File: src/esl_pkg.sv
`default_nettype none

package esl_pkg;

   // Request commands.
   typedef enum logic [1:0] {
      CMD_SAMPLE = 2'd0,
      CMD_CLEAR  = 2'd1,
      CMD_SET    = 2'd2,
      CMD_UNUSED = 2'd3
   } cmd_type;

   // Configuration register indexes.
   localparam logic [1:0] REG_BUTTON_INVERTED = 2'd0;
   localparam logic [1:0] REG_HOLD_MS         = 2'd1;
   localparam logic [1:0] REG_LATCHING_MODE   = 2'd2;
   localparam logic [1:0] REG_MIN_PRESS_MS    = 2'd3;

   // Configuration reset values and the floor on the minimum press time.
   localparam logic [15:0] HOLD_MS_RESET      = 16'd30;
   localparam logic [31:0] MIN_PRESS_RESET    = 32'd500;
   localparam logic [31:0] MIN_PRESS_FLOOR    = 32'd100;

   // Release sequence marks.
   localparam logic [3:0] MARK_FIRST_PRESS = 4'h1;
   localparam logic [3:0] MARK_LONG_PRESS  = 4'h2;
   localparam logic [3:0] MARK_FIRST_REL   = 4'h4;
   localparam logic [3:0] MARK_SECOND_REL  = 4'h8;
   localparam logic [3:0] MARK_ALL         = 4'hF;

   typedef struct packed {
      cmd_type     cmd;
      logic        pin_level;
      logic [31:0] now_ms;
      logic        request_value;
   } req_type;

   typedef struct packed {
      logic stop_active;
      logic button_pressed;
   } rsp_type;

   typedef struct packed {
      logic        button_inverted;
      logic [15:0] hold_ms;
      logic        latching_mode;
      logic [31:0] min_press_ms;
   } cfg_type;

endpackage

`default_nettype wire

File: src/esl_csr.sv
`default_nettype none

module esl_csr
   import esl_pkg::*;
(
   input  wire logic        clock,
   input  wire logic        reset,
   input  wire logic        csr_valid,
   output logic             csr_ready,
   input  wire logic [1:0]  csr_index,
   input  wire logic [31:0] csr_wdata,
   output cfg_type          cfg
);

   cfg_type cfg_ff;
   cfg_type cfg_in;

   // The register file never blocks a write.
   assign csr_ready = 1'b1;

   // Decode the write; the minimum press time is clamped to its floor.
   always_comb begin
      cfg_in = cfg_ff;
      if (csr_valid && csr_ready) begin
         case (csr_index)
            REG_BUTTON_INVERTED: cfg_in.button_inverted = csr_wdata[0];
            REG_HOLD_MS:         cfg_in.hold_ms = csr_wdata[15:0];
            REG_LATCHING_MODE:   cfg_in.latching_mode = csr_wdata[0];
            REG_MIN_PRESS_MS: begin
               cfg_in.min_press_ms = (csr_wdata < MIN_PRESS_FLOOR) ?
                                     MIN_PRESS_FLOOR : csr_wdata;
            end
            default: cfg_in = cfg_ff;
         endcase
      end
   end

   always_ff @(posedge clock) begin
      if (reset) begin
         cfg_ff.button_inverted <= 1'b0;
         cfg_ff.hold_ms         <= HOLD_MS_RESET;
         cfg_ff.latching_mode   <= 1'b0;
         cfg_ff.min_press_ms    <= MIN_PRESS_RESET;
      end else begin
         cfg_ff <= cfg_in;
      end
   end

   assign cfg = cfg_ff;

   // The stored minimum press time never drops below the floor.
   assert property (@(posedge clock) disable iff (reset)
      cfg_ff.min_press_ms >= MIN_PRESS_FLOOR)
      else $error("minimum press time below floor");

endmodule

`default_nettype wire

File: src/esl_stop.sv
`default_nettype none

module esl_stop
   import esl_pkg::*;
(
   input  wire logic    clock,
   input  wire logic    reset,
   input  wire cfg_type cfg,
   input  wire req_type req,
   input  wire logic    commit,
   output rsp_type      rsp
);

   logic        button_ff,  button_in;
   logic [31:0] deb_start_ff, deb_start_in;
   logic        stop_ff,    stop_in;
   logic [3:0]  marks_ff,   marks_in;
   logic [31:0] press_ff,   press_in;
   logic        pending_ff, pending_in;

   // Next state for the request held in the input register.
   always_comb begin
      logic target;
      logic [31:0] deb_age;
      logic [31:0] press_age;

      button_in    = button_ff;
      deb_start_in = deb_start_ff;
      stop_in      = stop_ff;
      marks_in     = marks_ff;
      press_in     = press_ff;
      pending_in   = pending_ff;
      target       = req.pin_level ^ cfg.button_inverted;
      deb_age      = req.now_ms - deb_start_ff;
      press_age    = 32'd0;

      case (req.cmd)
         CMD_SAMPLE: begin
            // Debounce: restart the timer while the pin agrees.
            if (button_ff == target) begin
               deb_start_in = req.now_ms;
            end else if ({16'd0, cfg.hold_ms} <= deb_age) begin
               button_in = target;
            end

            if (!cfg.latching_mode) begin
               // Follow mode copies the button and drops the release sequence.
               stop_in  = button_in;
               marks_in = 4'd0;
               press_in = 32'd0;
            end else begin
               if (button_in || (pending_ff && !stop_ff)) begin
                  if (marks_in == 4'd0) begin
                     marks_in = MARK_FIRST_PRESS;
                     press_in = req.now_ms;
                     stop_in  = 1'b1;
                  end
                  press_age = req.now_ms - press_in;
                  if ((marks_in & (MARK_FIRST_PRESS | MARK_FIRST_REL)) ==
                      (MARK_FIRST_PRESS | MARK_FIRST_REL) &&
                      press_age >= cfg.min_press_ms) begin
                     marks_in = marks_in | MARK_LONG_PRESS;
                  end
               end else begin
                  if (stop_in && (marks_in & MARK_FIRST_PRESS) != 4'd0) begin
                     marks_in = marks_in | MARK_FIRST_REL;
                  end
                  if (stop_in && (marks_in & MARK_LONG_PRESS) != 4'd0) begin
                     marks_in = marks_in | MARK_SECOND_REL;
                  end
                  if ((marks_in & MARK_ALL) == MARK_ALL) begin
                     marks_in = 4'd0;
                     press_in = 32'd0;
                     stop_in  = 1'b0;
                  end
               end
               pending_in = 1'b0;
            end
         end
         CMD_CLEAR: begin
            // Clear acts only in latching mode with the button up.
            if (cfg.latching_mode && !button_ff) begin
               marks_in = 4'd0;
               press_in = 32'd0;
               stop_in  = 1'b0;
            end
         end
         CMD_SET: begin
            // A software request is stored only in latching mode while no stop is active.
            if (cfg.latching_mode && !stop_ff) begin
               pending_in = req.request_value;
            end
         end
         default: begin
            button_in = button_ff;
         end
      endcase
   end

   // State advances only when the request moves into the result register.
   always_ff @(posedge clock) begin
      if (reset) begin
         button_ff    <= 1'b0;
         deb_start_ff <= 32'd0;
         stop_ff      <= 1'b0;
         marks_ff     <= 4'd0;
         press_ff     <= 32'd0;
         pending_ff   <= 1'b0;
      end else if (commit) begin
         button_ff    <= button_in;
         deb_start_ff <= deb_start_in;
         stop_ff      <= stop_in;
         marks_ff     <= marks_in;
         press_ff     <= press_in;
         pending_ff   <= pending_in;
      end
   end

   assign rsp.stop_active    = stop_in;
   assign rsp.button_pressed = button_in;

   // A completed release sequence is cleared at once, so the last mark never persists.
   assert property (@(posedge clock) disable iff (reset)
      marks_ff[3] == 1'b0)
      else $error("second release mark stored");

   // A long press is only recognized after a first press and release.
   assert property (@(posedge clock) disable iff (reset)
      marks_ff[1] |-> (marks_ff[0] && marks_ff[2]))
      else $error("long press mark out of order");

   // Follow mode leaves no release sequence behind.
   assert property (@(posedge clock) disable iff (reset)
      (commit && req.cmd == CMD_SAMPLE && !cfg.latching_mode) |=>
      (marks_ff == 4'd0 && press_ff == 32'd0))
      else $error("release sequence kept in follow mode");

   // Only a sample request can raise the stop.
   assert property (@(posedge clock) disable iff (reset)
      (commit && req.cmd != CMD_SAMPLE && !stop_ff) |=> !stop_ff)
      else $error("stop raised by a non-sample request");

endmodule

`default_nettype wire

File: src/debounced_emergency_stop_latch_core.sv
// Debounced emergency-stop latch.
//
// Requests arrive on the req_ channel (valid/stall): a sample tick with the
// raw pin level and a millisecond timestamp, a clear request or a software
// stop request. Every request gives exactly one response on the rsp_ channel
// with the stop state and the debounced button state after that request.
// The csr_ port (valid/ready, always ready) writes the button polarity,
// debounce hold time, latching mode and minimum press time; the user must
// write it only while no request is in flight; the block does not enforce it.
//
// Each accepted request is registered in the input register and its response
// in the response register, and one request is accepted every cycle while
// the receiver does not stall. The debounce and latch update is one pass of
// logic between the input register and the response register.
// When the receiver stalls, the response register holds its payload, the
// input register keeps its request and req_stall rises once both are full.
// Reset clears both pipeline stages and all latch state and loads the
// register defaults: normal polarity, 30 ms hold, follow mode, 500 ms.
`default_nettype none

module debounced_emergency_stop_latch_core
   import esl_pkg::*;
(
   input  wire logic        clock,
   input  wire logic        reset,
   input  wire logic        req_valid,
   output logic             req_stall,
   input  wire req_type     req_payload,
   output logic             rsp_valid,
   input  wire logic        rsp_stall,
   output rsp_type          rsp_payload,
   input  wire logic        csr_valid,
   output logic             csr_ready,
   input  wire logic [1:0]  csr_index,
   input  wire logic [31:0] csr_wdata
);

   cfg_type cfg;
   logic    in_valid_ff, in_valid_in;
   req_type in_req_ff;
   logic    out_valid_ff, out_valid_in;
   rsp_type out_rsp_ff;
   rsp_type step_rsp;
   logic    advance;
   logic    req_accept;

   esl_csr u_csr (
      .clock     (clock),
      .reset     (reset),
      .csr_valid (csr_valid),
      .csr_ready (csr_ready),
      .csr_index (csr_index),
      .csr_wdata (csr_wdata),
      .cfg       (cfg)
   );

   esl_stop u_stop (
      .clock  (clock),
      .reset  (reset),
      .cfg    (cfg),
      .req    (in_req_ff),
      .commit (advance),
      .rsp    (step_rsp)
   );

   // Pipeline control: the input stage moves on when the response slot is free.
   assign advance    = in_valid_ff && (!out_valid_ff || !rsp_stall);
   assign req_stall  = in_valid_ff && !advance;
   assign req_accept = req_valid && !req_stall;

   always_comb begin
      in_valid_in = in_valid_ff;
      if (req_accept) begin
         in_valid_in = 1'b1;
      end else if (advance) begin
         in_valid_in = 1'b0;
      end
      out_valid_in = out_valid_ff;
      if (advance) begin
         out_valid_in = 1'b1;
      end else if (out_valid_ff && !rsp_stall) begin
         out_valid_in = 1'b0;
      end
   end

   always_ff @(posedge clock) begin
      if (reset) begin
         in_valid_ff  <= 1'b0;
         out_valid_ff <= 1'b0;
      end else begin
         in_valid_ff  <= in_valid_in;
         out_valid_ff <= out_valid_in;
      end
   end

   // Payload registers.
   always_ff @(posedge clock) begin
      if (req_accept) begin
         in_req_ff <= req_payload;
      end
      if (advance) begin
         out_rsp_ff <= step_rsp;
      end
   end

   assign rsp_valid   = out_valid_ff;
   assign rsp_payload = out_rsp_ff;

endmodule

`default_nettype wire

File: config.mk
export PLATFORM = sky130hd
export DESIGN_NAME = debounced_emergency_stop_latch_core
export DESIGN_NICKNAME = d
export VERILOG_FILES = /design/src/esl_pkg.sv /design/src/esl_csr.sv /design/src/esl_stop.sv /design/src/debounced_emergency_stop_latch_core.sv
export SDC_FILE = /design/constraint.sdc
export NUM_CORES = 1
export LEC_CHECK = 0
export ABC_AREA = 0
export ABC_CLOCK_PERIOD_IN_PS = 8000
export BUFFER_PORTS_ARGS = -buffer_cell sky130_fd_sc_hd__buf_2
export CORE_MARGIN = 3
export CORE_UTILIZATION = 37
export DETAILED_ROUTE_END_ITERATION = 12
export SLEW_MARGIN = 20
export SYNTH_ARGS = -nofsm -noshare
export SYNTH_HDL_FRONTEND = slang
export SYNTH_SLANG_ARGS = --single-unit
File: constraint.sdc
create_clock -name clock -period 8 [get_ports clock]
set_input_delay 1.6 -clock clock [delete_from_list [all_inputs] [get_ports clock]]
set_output_delay 1.6 -clock clock [all_outputs]
set_load 0.01 [all_outputs]
; Word-level counts from Yosys, hierarchy flattened
; Cells that the tools add are included.
; Widths: inputs -> output; s select.
[totals]
reg_bits = 161
word_cells = 117
output_inout_bits = 5
inputBits = 75
[op_classes]
muxes = 45
reduce_logical = 34
n_eq_ne = 13
bitwise_logic = 1
order_cmp = 3
add_sub_neg = 2
[ops]
columns = operator, n
row1 = $mux 32, 9
row2 = $pmux 32 s2, 1
row3 = $sub 32x32->32, 2
row4 = $mux 4, 15
row5 = $ge 32x32->1, 1
row6 = $le 16x32->1, 1
row7 = $lt 32x7->1 const B, 1
row8 = $mux 1, 15
row9 = $reduce_and 4->1, 3
row10 = $logic_and 1x1->1, 10
row11 = $eq 2x2->1 const B, 4
row12 = $pmux 4 s2, 1
row13 = $reduce_and 2->1, 4
row14 = $reduce_bool 2->1, 4
row15 = $logic_not 1->1, 6
row16 = $reduce_and 3->1, 2
row17 = $ne 5x5->1 const B, 1
row18 = $eq 2x1->1 const B, 2
row19 = $eq 4x4->1 const B, 1
row20 = $logic_not 2->1, 2
row21 = $logic_not 4->1, 1
row22 = $ne 2x1->1 const B, 2
row23 = $ne 4x2->1 const B, 1
row24 = $pmux 1 s2, 2
row25 = other kinds (6), 7

; Logic depth before layout (Yosys ltp)
; Gate-level depths: netlist of the first run.
[logic_depth]
word_depth = 19
ltp_mapped = 29
mapped_depth_nobuf = 27

; Modules after synthesis
; Synthesis of the first run repeated with hierarchy kept, for this count alone.
[unflattened]
cells_unflattened = 1291
area_unflattened_um2 = 10765.3
[modules_own_cells]
columns = mod, n_inst, area_per_inst_um2, cells_per_inst
row1 = esl_stop, 1, 7626.1, 1006
row2 = esl_csr, 1, 1911.8, 237
row3 = debounced_emergency_stop_latch_core, 1, 1227.4, 48

; Least setup slack after synthesis of the first run
; No wires, ideal clock.
[synth_timing]
kind = flip-flop to flip-flop
start = reg u_stop.marks_ff[0]
end = reg u_stop.marks_ff[1]
path_slack_ps = 2556
n_path_buf = 2
arrival_time_ps = 5318
setup_ps = 126
stages_incl_launch_ff = 26
cell_sequence = dfxtp_1 nor4_1 clkbuf_1 clkbuf_1 mux2i_1 ha_1 and3_1 and3_1 o311ai_0 a41oi_1 o21ai_0 a41oi_1 o2111ai_1 a311oi_1 o21a_1 o21ai_0 nor2b_1 xnor2_1 ha_1 a21o_1 a21o_1 a21oi_1 o21ai_0 a21oi_1 or4_1 o211ai_1
[synth_between]
elab_chain_len = 14
[synth_rtl]
columns = item, line
row1 = "start, declared", esl_stop.sv:17  ; logic [3:0] marks_ff, marks_in;
row2 = "start signal, assigned", esl_stop.sv:113  ; marks_ff <= marks_in;
row3 = "parallel branches: the longest is 14 deep, another holds $sub 32x32->32", -
; Several ways; the timed one is not identified. The select of a mux whose other input is x is not followed.
; A chain may end at the register's enable or synchronous reset.

; Worst setup path in the final report of the first run
[layout_timing]
start = reg in_req_ff[1] in the netlist's numbering
end = reg u_stop.press_ff[15]
[layout_between]
elab_chain_len = 9
[layout_rtl]
columns = item, line
row1 = "start, declared", debounced_emergency_stop_latch_core.sv:40  ; req_type in_req_ff;
row2 = "start signal, assigned", debounced_emergency_stop_latch_core.sv:99  ; in_req_ff <= req_payload;
row3 = $sub 32x32->32 *, esl_stop.sv:34  ; deb_age = req.now_ms - deb_start_ff;
row4 = $le 16x32->1 *, esl_stop.sv:42  ; end else if ({16'd0, cfg.hold_ms} <= deb_age) begin
row5 = $mux 1 *, esl_stop.sv:42
row6 = $mux 1 *, esl_stop.sv:40  ; if (button_ff == target) begin
row7 = $mux 1 *, esl_stop.sv:37  ; case (req.cmd)
row8 = $logic_or 1x1->1 *, esl_stop.sv:52  ; if (button_in || (pending_ff && !stop_ff)) begin
row9 = $mux 32, esl_stop.sv:52
row10 = $mux 32, esl_stop.sv:46  ; if (!cfg.latching_mode) begin
row11 = $pmux 32 s2, esl_stop.sv:37
row12 = "end signal, assigned", esl_stop.sv:114  ; press_ff <= press_in;
row13 = "end, declared", esl_stop.sv:18  ; logic [31:0] press_ff, press_in;
; Every way passes the cells marked *; elsewhere a longest branch is shown, timed or not. The select of a mux whose other input is x is not followed.

==> flow_metrics.tcl, run 1 <==
set metrics [dict create \
    root_buffer "clkbuf_16" \
    gp_congestion 0.8754 \
    synth_fa_ha_area_share_pct 13.10 \
    areaGrowthSynthToFinish_pct 12.34 \
    postRouteAntennaNets 0 \
    final_nets 1545 \
    synth_area_per_cell_sq_um 8.281 \
    hpwl_mm 22.16 \
    yosysUniqueCellTypes 74 \
    netlist_top_cells_count "213 x nand2_1, 142 x a21oi_1, 127 x inv_1" \
    netlist_instances 1306 \
    ys_seq_elements 161 \
    h-tree-depth 4 \
    clock_latency_ns 0.45 \
    drive_gt1_share_pct 11.96 \
    synth_edf_count 38 \
    vias 9408 \
    drcViolationCount 0 \
    post-cts-setup-buffers 0 \
    timing_worst_setup_path_type "flip-flop to flip-flop" \
    maxCapViolCount 0 \
    power.density_mw_per_mm2 184.9 \
    hp-class "flip-flop to flip-flop" \
    multiInputGateArea_sq_mm 0.006536 \
    grtUsageTotal_pct 19.13 \
    synth_area_leaders "dfxtp_1 23%, ha_1 13%, edfxtp_1 11%" \
    syn-num-nets 1493 \
    via_per_inst 5.379 \
    fill_cells 2877 \
    core_sq_mm 0.02832 \
    cts_tree "built" \
    layout_setup_ws_ns 1.149 \
    wl_per_cell_um 17.08 \
    grt_pass1_vias 8987 \
    synth_area_leader_cell "dfxtp_1" \
    dp_cells 1717 \
    first_iter_violations 689 \
    dp_slack_ns 1.197 \
    wl_mm 29.87 \
    yosysSeqAreaShare_pct 33.32 \
    synth_compound_area_share_pct 22.79 \
    die_h_um 177.0 \
    synth.most_common_cell "nand2_1" \
    fin_setup_tns_ns 0 \
    io_buffers 78 \
    maxSlewViolCount 0 \
    synth_top_family_by_area "compound AO/OA/AOI/OAI gates" \
    cp-end-kind "flip-flop" \
    synth_area_sq_mm 0.01082 \
    worst_pin_slew_ns 1.096 \
    synthMuxAreaShare_pct 3.343 \
    leakagePower_nw 4.861 \
    rows 61 \
    clk_pin_slew_ns 0.08 \
    critPathArrivalTime_ns 7.14 \
    cp.required_ns 8.29 \
    synth_ff_type "dfxtp_1" \
    synthSimpleGateAreaFrac_pct 17.14 \
    status "completed" \
    cts_buffers 17 \
    seq_area_sq_mm 0.003603 \
    start_util_pct 38.20 \
    antennaDiodeCount 0 \
    hold_ws_ns 0.4536 \
    timing.final.crit_share_pct 85.64 \
    clock.fmax_mhz 146.0 \
    clk_path_buf_depth 2 \
    grt_max_degree 95 \
    cts_resized 0 \
    synthDominantCellAreaShare_pct 22.77 \
    startpoint_type "flip-flop" \
    clock_sinks 161 \
    period_needed_ns 6.851 \
    firstDrtPassIters 5 \
    power_w 0.002246 \
    die_area_sq_mm 0.03132 \
    hold_viol_final 0 \
    die_w_um 177.0 \
    finalNonFillerCells 1749 \
    antenna_found_initial 0 \
    rsz0062_at_grt "no" \
    hold_buffers 0 \
    grt_pass1_wl_mm 47.47 \
    synthXorXnorAreaFrac_pct 3.725 \
    finalSetupViolations 0 \
    max-vdd-ir-drop_mv 0.1420 \
    gr-total-overflow 0 \
    slew_headroom_pct 26.92 \
    yosysWarnings 0 \
    synthArstFlopShare_pct 0 \
    worst_clock_skew_ns 0.01535 \
    path_max_fanout 30 \
    io_pins 80 \
]
cells in the final DEF, fill, tap and decap left out, types with 9 or more instances in the layout:
master     instances
o21ai_0           50
nand2b_1          17
o21a_1            14
clkbuf_16         17
mux2i_1           35
dfxtp_1          123
o22ai_2           30
edfxtp_1          38
xnor2_1           31
a21oi_1          142
buf_2             78
nor2b_1           11
a21o_1            21
ha_1             110
nand3_1           17
nor2_1            62
inv_1            127
nand2_1          213
nand4_1           22
nor3_1            18
or3_1              9
xor2_1            15
per-layer routing:
layer,vias to the layer above,global-route usage (%),share of wire [%]
li1,4728,-,-
met1,4427,25.94,48
met2,215,31.68,47
met3,38,2.638,3.7
met4,0,5.761,1.8
met5,-,0,0
metrics by stage:
stage / utilization, % / cell area [sq um]
finish: 42.91 / 12150
global route: 42.91 / 12150
CTS: 42.89 / 12150
detailed placement: 40.74 / 11530
global placement: 40.74 / 11530
floorplan: - / 10820
final cells by class:
type | count | share of cell area, %
multi-input combinational | 965 | 53.79
sequential | 161 | 29.66
inverter | 127 | 3.923
tap | 378 | 3.892
timing repair buffer | 86 | 3.707
clock buffer | 17 | 3.501
clock inverter | 15 | 1.524
sequential cells by signal, indices dropped and copies added (netlist names), 2 cells and up:
| name | flops |
|---|---|
| in_req_ff | 36 |
| rsp_payload | 2 |
| u_csr.cfg | 50 |
| u_stop.deb_start_ff | 32 |
| u_stop.marks_ff | 4 |
| u_stop.press_ff | 32 |
worst max-delay path: stages (launching register included):
cell       delay (ns)
edfxtp_1         0.44
inv_1            0.10
ha_1             0.17
inv_1            0.05
fa_1             0.41
a211oi_1         0.36
o21ai_1          0.21
nand3_1          0.13
and3_1           0.31
xor2_1           0.20
ha_1             0.28
nand4_1          0.16
nor4_1           0.10
a221oi_1         0.24
o211ai_1         0.13
a311oi_1         0.26
nand3_1          0.13
a2111oi_2        0.36
o2111ai_1        0.29
or4_4            0.58
a21oi_1          0.62
or2_2            0.96
o22ai_2          0.14
path summary, 6_finish.rpt:
path         slack, ns          startpoint  depth (start not counted)                  end
min               0.45  u_stop.press_ff[0]                          2   u_stop.press_ff[0]
max               1.15        in_req_ff[1]                         22  u_stop.press_ff[15]
min reg2reg       0.45  u_stop.press_ff[0]                          2   u_stop.press_ff[0]
max reg2reg       1.15        in_req_ff[1]                         22  u_stop.press_ff[15]
power breakdown:
| group | switching (W) | internal [W] |
|---|---|---|
| combinational | 0.000303 | 0.000208 |
| sequential | 0.0000235 | 0.000857 |
| clock | 0.000427 | 0.000428 |
logic make-up after synthesis:
| family | count (synthesis) |
|---|---|
| flip-flops | 161 |
| buffers and inverters | 180 |
| adder cells (fa/ha/maj) | 112 |
| AO/OA/AOI/OAI | 362 |
| other | 1 |
| XOR/XNOR | 46 |
| AND/OR/NAND/NOR | 408 |
| multiplexers | 36 |
No activity file was read; power rests on OpenSTA's default activity.
==> run 2, diff against run 1 <==
--- a/config.mk
+++ b/config.mk
@@ -14,4 +14,5 @@
 export SLEW_MARGIN = 20
 export SYNTH_ARGS = -nofsm -noshare
 export SYNTH_HDL_FRONTEND = slang
+export SYNTH_HIERARCHICAL = 1
 export SYNTH_SLANG_ARGS = --single-unit
==> run 2 against run 1 <==
  * Sequential share of layout area increased by 0.10 points
  * Synthesized cell count decreased by 1.1%
  * Count of clock-buffer cells in the layout increased by 3
  * Core utilization about the same
  * Die area decreased by 0.45%
  * Sequential power increased by 0.6%
  * Sequential cell count unchanged
  * Register-to-register slack improved by 0.21 ns
  * Power decreased by 1.6%
  * Area after synthesis decreased by 0.46%
  * Worst setup slack improved by 0.21 ns
  * Critical path type unchanged
  * Critical endpoint is now u_stop/marks_ff[1]
==> flow_metrics.tcl, run 2 <==
set metrics [dict create \
    cp.required_ns 8.35 \
    clk_path_buf_depth 2 \
    r2r_slack_ns 1.36 \
    design_area_sq_mm 0.01211 \
    wl_mm 28.33 \
    vias 9294 \
    layout_setup_ws_ns 1.360 \
    die_w_um 176.6 \
    hold_viol_final 0 \
    synth_area_leader_cell "dfxtp_1" \
    first_iter_violations 503 \
    netlist_instances 1291 \
    largest_reg_flops 50 \
    min_to "u_stop/deb_start_ff[16]" \
    yosysWarnings 6 \
    post-cts-setup-buffers 0 \
    worst_hold_path.num_cells 2 \
    wl_per_cell_um 16.34 \
    netlist_top_cells_count "207 x nand2_1, 158 x a21oi_1, 123 x dfxtp_1" \
    gp_congestion 0.8650 \
    synth_area_sq_mm 0.01077 \
    die_area_sq_mm 0.03118 \
    drive_gt1_share_pct 10.55 \
    cts_resized 0 \
    power_frac_comb_pct 22.7 \
    rsz0062_at_grt "no" \
    postRouteAntennaNets 0 \
    maxSlewViolCount 0 \
    via_per_inst 5.360 \
    timing.rr.start "u_stop/marks_ff[2]" \
    fin_setup_tns_ns 0 \
    power.density_mw_per_mm2 182.6 \
    leakagePower_nw 4.927 \
    startpoint_type "flip-flop" \
    cts_tree "built" \
    grt_pass1_wl_mm 45.71 \
    finalSetupViolations 0 \
    areaGrowthSynthToFinish_pct 12.48 \
    slew_headroom_pct 42.14 \
    worst_clock_skew_ns 0.01745 \
    cts_buffers 17 \
    min_from "u_stop/deb_start_ff[16]" \
    die_h_um 176.6 \
    clock_sinks 161 \
    rows 61 \
    hold_buffers 0 \
    power_w 0.002211 \
    gr-total-overflow 0 \
    final_nets 1530 \
    synth_area_leaders "dfxtp_1 23%, ha_1 13%, edfxtp_1 11%" \
    start_util_pct 38.12 \
    io_buffers 78 \
    layout_common_cells "207 x nand2_1, 158 x a21oi_1, 123 x dfxtp_1" \
    p_clk_share_pct 37.3 \
    dp_slack_ns 1.149 \
    period_needed_ns 6.640 \
    synthDominantCellAreaShare_pct 22.87 \
    seq_area_sq_mm 0.003603 \
    status "completed" \
    timing_worst_setup_path_type "flip-flop to flip-flop" \
    h-tree-depth 4 \
    critPathSlowestCell "nor4_4" \
    hpwl_mm 21.54 \
    p_int_w 0.001530 \
    syn-num-nets 1478 \
    clock_latency_ns 0.43 \
    critPathArrivalTime_ns 6.99 \
    worst_r2r_endpoint "u_stop/marks_ff[1]" \
    synthArstFlopShare_pct 0 \
    yosysUniqueCellTypes 72 \
    synth_edf_count 38 \
    grtUsageTotal_pct 18.37 \
    core_sq_mm 0.02824 \
    root_buffer "clkbuf_16" \
    io_pins 80 \
    maxCapViolCount 0 \
    synth_ff_type "dfxtp_1" \
    grt_max_degree 64 \
    netSwitchingPower_w 0.0006811 \
    fill_cells 2890 \
    final_common_cell "nand2_1" \
    cp-end-kind "flip-flop" \
    max-vdd-ir-drop_mv 0.1379 \
    drcViolationCount 0 \
    worst_pin_slew_ns 0.8661 \
    synth.most_common_cell "nand2_1" \
    reg2regPathDepth 28 \
    ys_seq_elements 161 \
    max_stage_delay_ns 0.68 \
    path_max_fanout 8 \
    clock.fmax_mhz 150.6 \
    timing.final.crit_share_pct 83.00 \
    synth_area_per_cell_sq_um 8.339 \
    firstDrtPassIters 6 \
    multiInputGateArea_sq_mm 0.006633 \
    placed_area_sq_mm 0.01150 \
    fin_util_pct 42.88 \
    seqPwrFrac_pct 40.1 \
    hp-class "flip-flop to flip-flop" \
    clk_pin_slew_ns 0.07 \
    antenna_found_initial 0 \
    switching_share_pct 30.81 \
    yosysSeqAreaShare_pct 33.47 \
    antennaDiodeCount 0 \
    grt_pass1_vias 9004 \
]
==> run 2: cell types whose count changed in the layout (fill, tap and decap cells not counted), moves of 6 or more <==
cell / delta
inv_1: -39
nand2_1: -6
o21ai_1: -7
a21oi_1: +16
inv_8: -6
nor2_1: -10
nand2b_1: +6
nand3_1: +7
a21o_1: +13
o311ai_1: +6
o22ai_2: -30
o2bb2ai_1: +30
==> run 2: how the worst max path moves through the flow <==
stage	startpoint	to	slack, ns	cells after the start
after floorplan	u_stop/marks_ff[2]	u_stop/marks_ff[1]	1.64	29
after global placement	u_stop/marks_ff[2]	u_stop/marks_ff[1]	1.24	28
after detailed placement	u_stop/marks_ff[2]	u_stop/marks_ff[1]	1.15	28
after CTS	u_stop/marks_ff[2]	u_stop/marks_ff[1]	1.08	28
after global routing	u_stop/marks_ff[2]	u_stop/marks_ff[1]	0.81	28
final	u_stop/marks_ff[2]	u_stop/marks_ff[1]	1.36	28
==> run 2: cell type report <==
cell class | count | area share, %
Clock buffer | 20 | 4.040
Clock inverter | 12 | 0.8886
Inverter | 88 | 2.728
Multi-Input combinational cell | 989 | 54.77
Sequential cell | 161 | 29.76
Tap cell | 378 | 3.906
Timing Repair Buffer | 86 | 3.906
==> run 2: power groups by stage <==
stage               Combinational, W  Sequential, W  Clock, W
floorplan                   0.000378       0.000891         0
global placement            0.000488       0.000905         0
CTS                         0.000501       0.000886  0.000853
global route                0.000573       0.000889  0.000881
detailed placement          0.000495       0.000904         0
finish                      0.000501       0.000886  0.000824
==> run 2: critical path: cells and delay by family, from the launching register on <==
family	cells	cell delay, ns
AOI/OAI and AO/OA	17	3.63
and+or+nand+nor	7	1.44
adders and majority gates	2	0.65
DFF	1	0.38
muxes	1	0.30
xor gates and xnor gates	1	0.16
==> run 2: cell families after synthesis <==
logic type	share of synthesized area, %
compound gates	21.57
xor+xnor	3.905
fa+ha+maj	13.16
buf+inv	5.242
flops	33.47
mux	3.568
other cells	0.03483
simple gates	19.05
==> run 2: through the flow <==
stage / std cells / hold WS, ns
final: 1734 / 0.4545
after global routing: 1734 / 0.4700
after CTS: 1734 / 0.4560
after detailed placement: 1702 / 0.4455
after global placement: 1701 / 0.4423
after floorplan: 1291 / 0.4317
==> run 2: routing by layer <==
metal	routed length, um	track usage [%]	part of all wire, %	up-vias
met2	13590	31.72	48	201
met5	0	0	0	-
met3	1144	3.226	4.0	27
met1	13050	23.44	46	4353
li1	-	-	-	4713
met4	552	5.532	1.9	0
